<file path="src/sv/pac_pkg.sv">
// Shared types and constants for the pigment adsorption cell.
package pac_pkg;

	localparam int unsigned DataW = 16;
	localparam int unsigned CfgIdxW = 3;
	localparam int unsigned Latency = 5;

	localparam logic [16:0] ONE_Q16 = 17'h10000;
	localparam logic [15:0] ONE_Q15 = 16'h8000;
	localparam logic [15:0] MAX_OUT = 16'hFFFF;

	localparam logic [CfgIdxW-1:0] CFG_GRAN_A = 3'd0;
	localparam logic [CfgIdxW-1:0] CFG_DENS_A = 3'd1;
	localparam logic [CfgIdxW-1:0] CFG_INVST_A = 3'd2;
	localparam logic [CfgIdxW-1:0] CFG_GRAN_B = 3'd3;
	localparam logic [CfgIdxW-1:0] CFG_DENS_B = 3'd4;
	localparam logic [CfgIdxW-1:0] CFG_INVST_B = 3'd5;

	localparam logic [DataW-1:0] RST_GRAN_A = 16'd53084;
	localparam logic [DataW-1:0] RST_DENS_A = 16'd1311;
	localparam logic [DataW-1:0] RST_INVST_A = 16'd11916;
	localparam logic [DataW-1:0] RST_GRAN_B = 16'd59638;
	localparam logic [DataW-1:0] RST_DENS_B = 16'd655;
	localparam logic [DataW-1:0] RST_INVST_B = 16'd21141;

	typedef struct packed {
		logic [DataW-1:0] gran;
		logic [DataW-1:0] dens;
		logic [DataW-1:0] inv_st;
	} pac_pigment_t;

	typedef struct packed {
		logic             vld;
		logic             wet;
		logic [DataW-1:0] g;
		logic [DataW-1:0] d;
		logic [DataW-1:0] down;
		logic [DataW-1:0] up;
	} pac_xfer_t;

endpackage

</file>
<file path="src/sv/pac_cfg_regs.sv">
// Per-pigment configuration registers.
module pac_cfg_regs import pac_pkg::*; (
	input  logic               clk,
	input  logic               arst_n,
	input  logic               cfg_we,
	input  logic [CfgIdxW-1:0] cfg_index,
	input  logic [DataW-1:0]   cfg_wdata,
	output pac_pigment_t       pig_a,
	output pac_pigment_t       pig_b
);

	pac_pigment_t pig_a_q, pig_b_q;

	always_ff @(posedge clk or negedge arst_n) begin
		if (!arst_n) begin
			pig_a_q <= '{gran: RST_GRAN_A, dens: RST_DENS_A, inv_st: RST_INVST_A};
			pig_b_q <= '{gran: RST_GRAN_B, dens: RST_DENS_B, inv_st: RST_INVST_B};
		end else if (cfg_we) begin
			case (cfg_index)
				CFG_GRAN_A:  pig_a_q.gran <= cfg_wdata;
				CFG_DENS_A:  pig_a_q.dens <= cfg_wdata;
				CFG_INVST_A: pig_a_q.inv_st <= cfg_wdata;
				CFG_GRAN_B:  pig_b_q.gran <= cfg_wdata;
				CFG_DENS_B:  pig_b_q.dens <= cfg_wdata;
				CFG_INVST_B: pig_b_q.inv_st <= cfg_wdata;
				default: ;
			endcase
		end
	end

	assign pig_a = pig_a_q;
	assign pig_b = pig_b_q;

endmodule

</file>
<file path="src/sv/pac_mul_pipe.sv">
// Four-stage multiplier pipeline producing the raw deposit and lift amounts.
module pac_mul_pipe import pac_pkg::*; (
	input  logic             clk,
	input  logic             arst_n,
	input  logic             in_vld,
	input  logic [DataW-1:0] g_in,
	input  logic [DataW-1:0] d_in,
	input  logic [DataW-1:0] h_in,
	input  logic             wet_in,
	input  logic             sel_in,
	input  pac_pigment_t     pig_a,
	input  pac_pigment_t     pig_b,
	output pac_xfer_t        xfer
);

	pac_pigment_t pig;
	logic [31:0] hg_prod, hug_prod;
	logic [16:0] h_inv;
	logic [16:0] fdn, fup;

	logic             vld_s1, vld_s2, vld_s3, vld_s4;
	logic             wet_s1, wet_s2, wet_s3, wet_s4;
	logic [DataW-1:0] g_s1, g_s2, g_s3, g_s4;
	logic [DataW-1:0] d_s1, d_s2, d_s3, d_s4;
	logic [16:0]      fdn_s1, fup_s1;
	logic [DataW-1:0] dens_s1, dens_s2;
	logic [DataW-1:0] inv_s1, inv_s2, inv_s3;
	logic [DataW-1:0] a1_s2, b1_s2, b2_s3, down_s3, down_s4, up_s4;

	logic [32:0] a1_prod, b1_prod;
	logic [31:0] down_prod, b2_prod, up_prod;

	// stage 1: height factors
	always_comb begin
		pig = sel_in ? pig_b : pig_a;
		h_inv = ONE_Q16 - {1'b0, h_in};
		hg_prod = 32'(h_in) * 32'(pig.gran);
		hug_prod = 32'(h_inv) * 32'(pig.gran);
		fdn = ONE_Q16 - {1'b0, hg_prod[31:16]};
		fup = ONE_Q16 - {1'b0, hug_prod[31:16]};
	end

	assign a1_prod = 33'(g_s1) * 33'(fdn_s1);
	assign b1_prod = 33'(d_s1) * 33'(fup_s1);
	assign down_prod = 32'(a1_s2) * 32'(dens_s2);
	assign b2_prod = 32'(b1_s2) * 32'(dens_s2);
	assign up_prod = 32'(b2_s3) * 32'(inv_s3);

	always_ff @(posedge clk or negedge arst_n) begin
		if (!arst_n) begin
			vld_s1 <= 1'b0;
			vld_s2 <= 1'b0;
			vld_s3 <= 1'b0;
			vld_s4 <= 1'b0;
		end else begin
			vld_s1 <= in_vld;
			vld_s2 <= vld_s1;
			vld_s3 <= vld_s2;
			vld_s4 <= vld_s3;
		end
	end

	always_ff @(posedge clk) begin
		wet_s1  <= wet_in;
		g_s1    <= g_in;
		d_s1    <= d_in;
		fdn_s1  <= fdn;
		fup_s1  <= fup;
		dens_s1 <= pig.dens;
		inv_s1  <= pig.inv_st;

		wet_s2  <= wet_s1;
		g_s2    <= g_s1;
		d_s2    <= d_s1;
		a1_s2   <= a1_prod[31:16];
		b1_s2   <= b1_prod[31:16];
		dens_s2 <= dens_s1;
		inv_s2  <= inv_s1;

		wet_s3  <= wet_s2;
		g_s3    <= g_s2;
		d_s3    <= d_s2;
		down_s3 <= down_prod[31:16];
		b2_s3   <= b2_prod[31:16];
		inv_s3  <= inv_s2;

		wet_s4  <= wet_s3;
		g_s4    <= g_s3;
		d_s4    <= d_s3;
		down_s4 <= down_s3;
		up_s4   <= up_prod[31:16];
	end

	assign xfer = '{vld: vld_s4, wet: wet_s4, g: g_s4, d: d_s4, down: down_s4, up: up_s4};

endmodule

</file>
<file path="src/sv/pac_settle.sv">
// Clamp the amounts, apply the transfer and saturate for wet cells; register the result beat.
module pac_settle import pac_pkg::*; (
	input  logic             clk,
	input  logic             arst_n,
	input  pac_xfer_t        xfer,
	output logic             done,
	output logic [DataW-1:0] new_suspended,
	output logic [DataW-1:0] new_deposited
);

	logic [16:0]      dsum, gsum;
	logic [DataW-1:0] down_c, up_c;
	logic [17:0]      ng, nd;
	logic [DataW-1:0] ng_sat, nd_sat;
	logic             done_q;
	logic [DataW-1:0] ns_q, nd_q;

	always_comb begin
		dsum = {1'b0, xfer.d} + {1'b0, xfer.down};
		gsum = {1'b0, xfer.g} + {1'b0, xfer.up};
		down_c = xfer.down;
		up_c = xfer.up;
		if (dsum > {1'b0, ONE_Q15})
			down_c = (xfer.d < ONE_Q15) ? (ONE_Q15 - xfer.d) : '0;
		if (gsum > {1'b0, ONE_Q15})
			up_c = (xfer.g < ONE_Q15) ? (ONE_Q15 - xfer.g) : '0;
		ng = {2'b00, xfer.g} - {2'b00, down_c} + {2'b00, up_c};
		nd = {2'b00, xfer.d} + {2'b00, down_c} - {2'b00, up_c};
		if (ng[17])      ng_sat = '0;
		else if (ng[16]) ng_sat = MAX_OUT;
		else             ng_sat = ng[15:0];
		if (nd[17])      nd_sat = '0;
		else if (nd[16]) nd_sat = MAX_OUT;
		else             nd_sat = nd[15:0];
		if (!xfer.wet) begin
			ng_sat = xfer.g;
			nd_sat = xfer.d;
		end
	end

	always_ff @(posedge clk or negedge arst_n) begin
		if (!arst_n) done_q <= 1'b0;
		else         done_q <= xfer.vld;
	end

	always_ff @(posedge clk) begin
		ns_q <= ng_sat;
		nd_q <= nd_sat;
	end

	assign done = done_q;
	assign new_suspended = ns_q;
	assign new_deposited = nd_q;

endmodule

</file>
<file path="src/sv/pigment_adsorption_cell.sv">
// Top level of the pigment adsorption cell.
// Takes one cell per clock whenever start is high; busy never rises. Each cell's result
// appears on new_suspended/new_deposited with a one-cycle done strobe after it has passed
// through the four multiplier stages (height factors, layer scaling, density, staining)
// and the clamp/saturate output register. The receiver cannot stall the beat.
// Configuration writes land on the next edge and must be made while no cell is in flight.
module pigment_adsorption_cell import pac_pkg::*; (
	input  logic               clk,
	input  logic               arst_n,
	input  logic               start,
	output logic               busy,
	input  logic [DataW-1:0]   suspended,
	input  logic [DataW-1:0]   deposited,
	input  logic [DataW-1:0]   paper_height,
	input  logic               wet,
	input  logic               pigment_sel,
	input  logic               cfg_we,
	input  logic [CfgIdxW-1:0] cfg_index,
	input  logic [DataW-1:0]   cfg_wdata,
	output logic               done,
	output logic [DataW-1:0]   new_suspended,
	output logic [DataW-1:0]   new_deposited
);

	pac_pigment_t pig_a, pig_b;
	pac_xfer_t    xfer;

	assign busy = 1'b0;

	pac_cfg_regs u_cfg (
		.clk       (clk),
		.arst_n    (arst_n),
		.cfg_we    (cfg_we),
		.cfg_index (cfg_index),
		.cfg_wdata (cfg_wdata),
		.pig_a     (pig_a),
		.pig_b     (pig_b)
	);

	pac_mul_pipe u_pipe (
		.clk    (clk),
		.arst_n (arst_n),
		.in_vld (start & ~busy),
		.g_in   (suspended),
		.d_in   (deposited),
		.h_in   (paper_height),
		.wet_in (wet),
		.sel_in (pigment_sel),
		.pig_a  (pig_a),
		.pig_b  (pig_b),
		.xfer   (xfer)
	);

	pac_settle u_settle (
		.clk           (clk),
		.arst_n        (arst_n),
		.xfer          (xfer),
		.done          (done),
		.new_suspended (new_suspended),
		.new_deposited (new_deposited)
	);

endmodule

</file>
<file path="config.mk">
export PLATFORM = sky130hd
export DESIGN_NAME = pigment_adsorption_cell
export DESIGN_NICKNAME = d
export VERILOG_FILES = /design/src/sv/pac_pkg.sv /design/src/sv/pac_cfg_regs.sv /design/src/sv/pac_mul_pipe.sv /design/src/sv/pac_settle.sv /design/src/sv/pigment_adsorption_cell.sv
export SDC_FILE = /design/constraint.sdc
export NUM_CORES = 2
export LEC_CHECK = 0
export BUFFER_PORTS_ARGS = -buffer_cell sky130_fd_sc_hd__buf_2
export CAP_MARGIN = 20
export CORE_MARGIN = 3
export CORE_UTILIZATION = 45
export DETAILED_ROUTE_END_ITERATION = 7
export GPL_TIMING_DRIVEN = 0
export PLACE_DENSITY = 0.71
export SLEW_MARGIN = 5
export SYNTH_ARGS = -nofsm -noshare
export SYNTH_HDL_FRONTEND = slang
export SYNTH_SLANG_ARGS = --single-unit
</file>
<file path="constraint.sdc">
create_clock -name clk -period 17.65 [get_ports clk]
set_input_delay 3.53 -clock clk [delete_from_list [all_inputs] [get_ports clk]]
set_output_delay 3.53 -clock clk [all_outputs]
set_load 0.02 [all_outputs]
</file>
# ---- Word level (Yosys, flattened, before mapping)
# Cells that the tools add are included.
dict set report op_classes {
  eq_ne 5
  n_addsub 11
  order_cmp 4
  mul 7
  muxes 11
  reduce_logical 7
}
# op count
set ops {}
lappend ops {{2-to-1 mux 16 bit} 10}
lappend ops {{multiplier 16 x 16 -> 32 bit} 4}
lappend ops {{multiplier 16 x 17 -> 32 bit} 2}
lappend ops {{adder 16 x 16 -> 17 bit} 3}
lappend ops {{subtractor 17 x 16 -> 17 bit (first input constant)} 3}
lappend ops {{2-to-1 mux 48 bit} 1}
lappend ops {{greater-than comparator 17 x 16 -> 1 bit (second input constant)} 2}
lappend ops {{< comparator 16 bit (second input constant)} 2}
lappend ops {{multiplier 17 x 16 -> 32 bit} 1}
lappend ops {{subtractor 16 bit (first input constant)} 2}
lappend ops {{adder 18 x 16 -> 18 bit} 1}
lappend ops {{subtractor 18 x 16 -> 18 bit} 1}
lappend ops {{subtractor 16 x 16 -> 17 bit} 1}
lappend ops {{AND reduction 2 bit} 6}
lappend ops {{== test 3 x 2 -> 1 bit (second input constant)} 2}
lappend ops {{== test 3 bit (second input constant)} 2}
lappend ops {{== test 3 x 1 -> 1 bit (second input constant)} 1}
lappend ops {{zero test 3 bit} 1}
dict set report word_totals {
  wordCells 83
  ff_bits 475
  output_inout_bits 34
  in_bits 73
}

# ---- Longest topological paths before layout
dict set report depth {
  depth_word 8
  mapped_depth 35
  mapped_depth_nobuf 33
}

# ---- By module
# From an unflattened synthesis, not the netlist that was laid out.
dict set report hier_totals {
  hier_cells 8094
  hier_area_um2 75343.5
}
# mod seq_area_each_um2 cells_per_inst n_inst area_per_inst_um2
set by_module_without_submodules {}
lappend by_module_without_submodules {pac_mul_pipe 6946.7 7014 1 64906.0}
lappend by_module_without_submodules {pac_settle 665.6 870 1 6651.4}
lappend by_module_without_submodules {pac_cfg_regs 2461.1 208 1 3774.9}
lappend by_module_without_submodules {pigment_adsorption_cell 0.0 2 1 11.3}

# ---- Worst setup path after synthesis
# Ideal clock, no wire load.
dict set report synth_path {
  path_type {input to register}
  start {input paper_height[8]}
  end {register u_pipe.fup_s1[15]}
  setup_ns 0.128
  arrival_ns 11.239
  cell_stages 28
  path_slack_ns 6.283
  cell_sequence {clkbuf_1 -> or4_1 -> nand2b_1 -> nor3_1 -> xnor2_1 -> clkbuf_1 -> nand2_1 -> fa_1 -> fa_1 -> fa_1 -> inv_1 -> fa_1 -> fa_1 -> inv_1 -> fa_1 -> inv_1 -> ha_1 -> a21oi_1 -> o21ai_1 -> a2111oi_2 -> a31oi_2 -> o211ai_1 -> a21boi_2 -> o41ai_1 -> nor2_1 -> o31a_1 -> a211oi_2 -> xnor2_1}
}
dict set report synth_between {
  elab_chain_len 3
}
# item line
set synth_rtl {}
lappend synth_rtl {{start: declaration} pigment_adsorption_cell.sv:14} ;# input logic [DataW-1:0] paper_height,
lappend synth_rtl {{subtractor 17 x 16 -> 17 bit} pac_mul_pipe.sv:36} ;# h_inv = ONE_Q16 - {1'b0, h_in};
lappend synth_rtl {{multiplier 17 x 16 -> 32 bit} pac_mul_pipe.sv:38} ;# hug_prod = 32'(h_inv) * 32'(pig.gran);
lappend synth_rtl {{subtractor 17 x 16 -> 17 bit} pac_mul_pipe.sv:40} ;# fup = ONE_Q16 - {1'b0, hug_prod[31:16]};
lappend synth_rtl {{named net u_pipe.fup[15]} pac_mul_pipe.sv:19} ;# logic [16:0] fdn, fup;
lappend synth_rtl {{end signal: assignment} pac_mul_pipe.sv:68} ;# fup_s1 <= fup;
lappend synth_rtl {{end: declaration} pac_mul_pipe.sv:25} ;# logic [16:0] fdn_s1, fup_s1;
# The timed path passes the listed nets, and every way through them passes these cells.
# A chain may end at the register's enable or synchronous reset.

# ---- Final worst setup path
dict set report layout_path {
  start {input paper_height[0]}
  end {register u_pipe.fup_s1[15]}
}
# Same word-level chain as after synthesis.

==> impl_metrics.toml <==
[grt]
grt.met2_usage = 0.411
grt_pass1_wl_um = 332000
use_met3 = 0.0470
overflow = 0
antenna_found_initial = 27
grt_util_all_layers = 0.246
grt_pass1_vias = 60000
grt_max_degree = 55
met1_usage = 0.311
gr-max-usage-layer = "met2"

[floorplan]
io_pins = 107
die_x_um = 414
start_util = 0.454
die_area_um2 = 172000
core_um2 = 165000
die_y_um = 414
rows = 149

[cts]
cts.sinks = 475
post_cts_buffers = 0
numCtsBuffers = 56
clockBufferDepth = 3
cts_hold_buffers = 0
cts_tree = "yes"
post_cts_resized = 0
cts_root_buffer = "clkbuf_16"
clk-insertion-delay-late_ns = 0.68
clkTransAtPathRegs_ns = 0.07
htreeDepth = 2

[synthesis]
ys_warn_count = 0
syn_area_um2 = 75000
synthArstFlopShare = 0.213
synth_edf_count = 0
ys_types = 92
synth_fp_nets = 10400
synth_seq_area_share = 0.134
synth-seq-cells = 475
synthFlopType = "dfxtp_1"
synth_area_per_cell_um2 = 9.26
synth_cells = 8095

[routing]
drtIter0Drc = 4097
num_vias = 55800
wl_per_cell_um = 19.9
viasPerCell = 5.31
wl_um = 209000
ant_nets = 0
drtPass1Iterations = 8
route.detailed.drc = 0

[sta]
finalSetupViolations = 0
hold_violations = 0
finalMaxSlewViolations = 0
fin_crit_sh = 0.720
max_freq_mhz = 78.7
rsz0062_at_grt = "false"
relSlewSlack = 0.266
skew_ns = 0.0519
worst_slew_pin_slew_ns = 1.07
finalSetupTns_ns = 0
period_needed_ns = 12.71

[worst_setup_path]
crit_path_max_incr_delay_ns = 0.61
worstSetupPathType = "input port to flop"
worstPathMaxFanout = 10
crit_arrival_ns = 13.21
path_common_cell = "fa_1"
start_kind = "input port"
critical_path_required_ns = 18.15
cpMaxStageDelayCell = "clkbuf_1"
endpoint_kind = "flop"

[placed_design]
gp_congestion = 0.958
dp_hpwl_um = 173000
port_buffers = 96

[layout]
nets = 10500
seq_area_um2 = 10100
multi_input_area_um2 = 57300
syn2layout_area_growth_pct = 7.00
fillers = 15400
drive_above_1_share = 0.0540

[min_path]
hold_class = "flop to flop"

[outcome]
status = "finished clean"

[flow_run]
max-cap-violations = 0
[placed cells by master, fill, tap and decap left out, types with 20 or more instances in the layout]
master	count
nor2_1	268
dfxtp_1	374
dfrtp_1	54
and2_1	567
a21oi_1	141
nor4_1	21
xor2_1	80
nand3_1	59
ha_1	799
dfstp_2	47
a31oi_1	21
a211oi_1	21
nand2_1	1256
mux2i_1	46
inv_1	1707
o21a_1	29
nor3_1	68
buf_2	99
xnor2_1	169
clkbuf_16	57
nor2b_1	28
o21ai_0	106
a21o_1	51
and3_1	29
clkbuf_1	305
mux2_2	161
fa_1	1396
nand4_1	20
[per-layer routing]
metal  routed length (um)  up-vias
li1                     -    24900
met1                81200    27900
met2                98800     2378
met3                17800      558
met4                11100        0
met5                    0        -
[worst max-delay path, delay by kind of cell]
kind / cells / cell delay [ns]
AO/OA/AOI/OAI: 4 / 1.05
buffers and inverters: 5 / 1.56
AND/OR/NAND/NOR: 10 / 2.58
adder cells (fa/ha/maj): 8 / 3.82
XOR/XNOR: 2 / 0.66
[area by class of cell]
class / instances / share of cell area
Antenna cell: 9 / 0.000281
Buffer: 306 / 0.0145
Clock buffer: 72 / 0.0195
Clock inverter: 33 / 0.00463
Inverter: 1708 / 0.0799
Multi-Input combinational cell: 5606 / 0.715
Sequential cell: 475 / 0.126
Tap cell: 2189 / 0.0341
Timing Repair Buffer: 102 / 0.00677
[registers in the layout (all words and copies together), names as in the netlist, 17 cells and up]
register	cells
u_cfg.pig_a	48
u_cfg.pig_b	48
u_pipe.fdn_s1	17
u_pipe.fup_s1	17
[cells in the mapped netlist (all sizes together) (7+ instances only)]
library cell	instances	area, um2
o2bb2ai	14	123
clkbuf	298	1120
o21bai	17	128
inv	1707	6410
and3	29	181
a211o	7	61.3
nor2b	28	175
buf	8	45.0
o31ai	13	97.6
nand2	1256	4710
and2	567	3550
nand4	20	125
mux2i	46	460
xor2	80	701
xnor2	169	1480
o21ai	118	591
fa	1396	27900
dfxtp	374	7490
o2111ai	7	67.6
nand2b	17	106
dfstp	47	1230
nand3	60	305
a21oi	141	706
o211ai	8	60.1
a21boi	10	78.8
nor4	23	156
mux2	177	1990
nor3	70	355
o41ai	7	61.3
o21a	29	218
a2111oi	10	113
a31oi	22	144
dfrtp	54	1350
or2	11	68.8
nor3b	13	97.6
a211oi	22	170
or4	7	52.6
or3	14	87.6
ha	799	10000
nor2	268	1010
a21o	51	383
[cells by family (layout without fill, tap and decap cells)]
logic type | Yosys count | in the layout | synth area share
XOR/XNOR | 249 | 249 | 0.0291
multiplexers | 223 | 223 | 0.0327
AO/OA/AOI/OAI | 541 | 541 | 0.0481
other | 1 | 10 | 0.0000500
buffers and inverters | 2014 | 2221 | 0.101
adder cells (fa/ha/maj) | 2195 | 2195 | 0.506
flip-flops | 475 | 475 | 0.134
AND/OR/NAND/NOR | 2397 | 2397 | 0.149
[per-stage QoR]
stage | hold WS (ns) | setup slack, ns | util | cell area (um2) | cells
global route | 0.308 | 4.46 | 0.486 | 80200 | 10500
detailed placement | 0.312 | 4.39 | 0.474 | 78200 | 10400
global placement | 0.311 | 4.56 | 0.473 | 78200 | 10400
finish | 0.305 | 4.94 | 0.486 | 80200 | 10500
floorplan | 0.310 | 6.28 | - | 75000 | 8095
CTS | 0.303 | 5.05 | 0.485 | 80200 | 10500
[worst paths after layout]
| path | start | endpoint | slack (ns) | cells past startpoint |
|---|---|---|---|---|
| min | u_pipe.down_s3[4]$_DFF_P_ | u_pipe.down_s4[4]$_DFF_P_ | 0.30 | 0 |
| max reg2reg | u_pipe.d_s4[0]$_DFF_P_ | u_settle.new_suspended[14]$_DFF_P_ | 9.01 | 34 |
| max | paper_height[0] | u_pipe.fup_s1[15]$_DFF_P_ | 4.94 | 29 |
| max in group asynchronous | arst_n | u_cfg.pig_a[3]$_DFFE_PN1P_ | 13.95 | 2 |
| min in group asynchronous | arst_n | u_cfg.pig_a[33]$_DFFE_PN0P_ | 2.91 | 1 |
| min reg2reg | u_pipe.down_s3[4]$_DFF_P_ | u_pipe.down_s4[4]$_DFF_P_ | 0.30 | 0 |
Power is not shown: default switching activity piles up to over one toggle a cycle in this logic, so the estimate is an artifact.
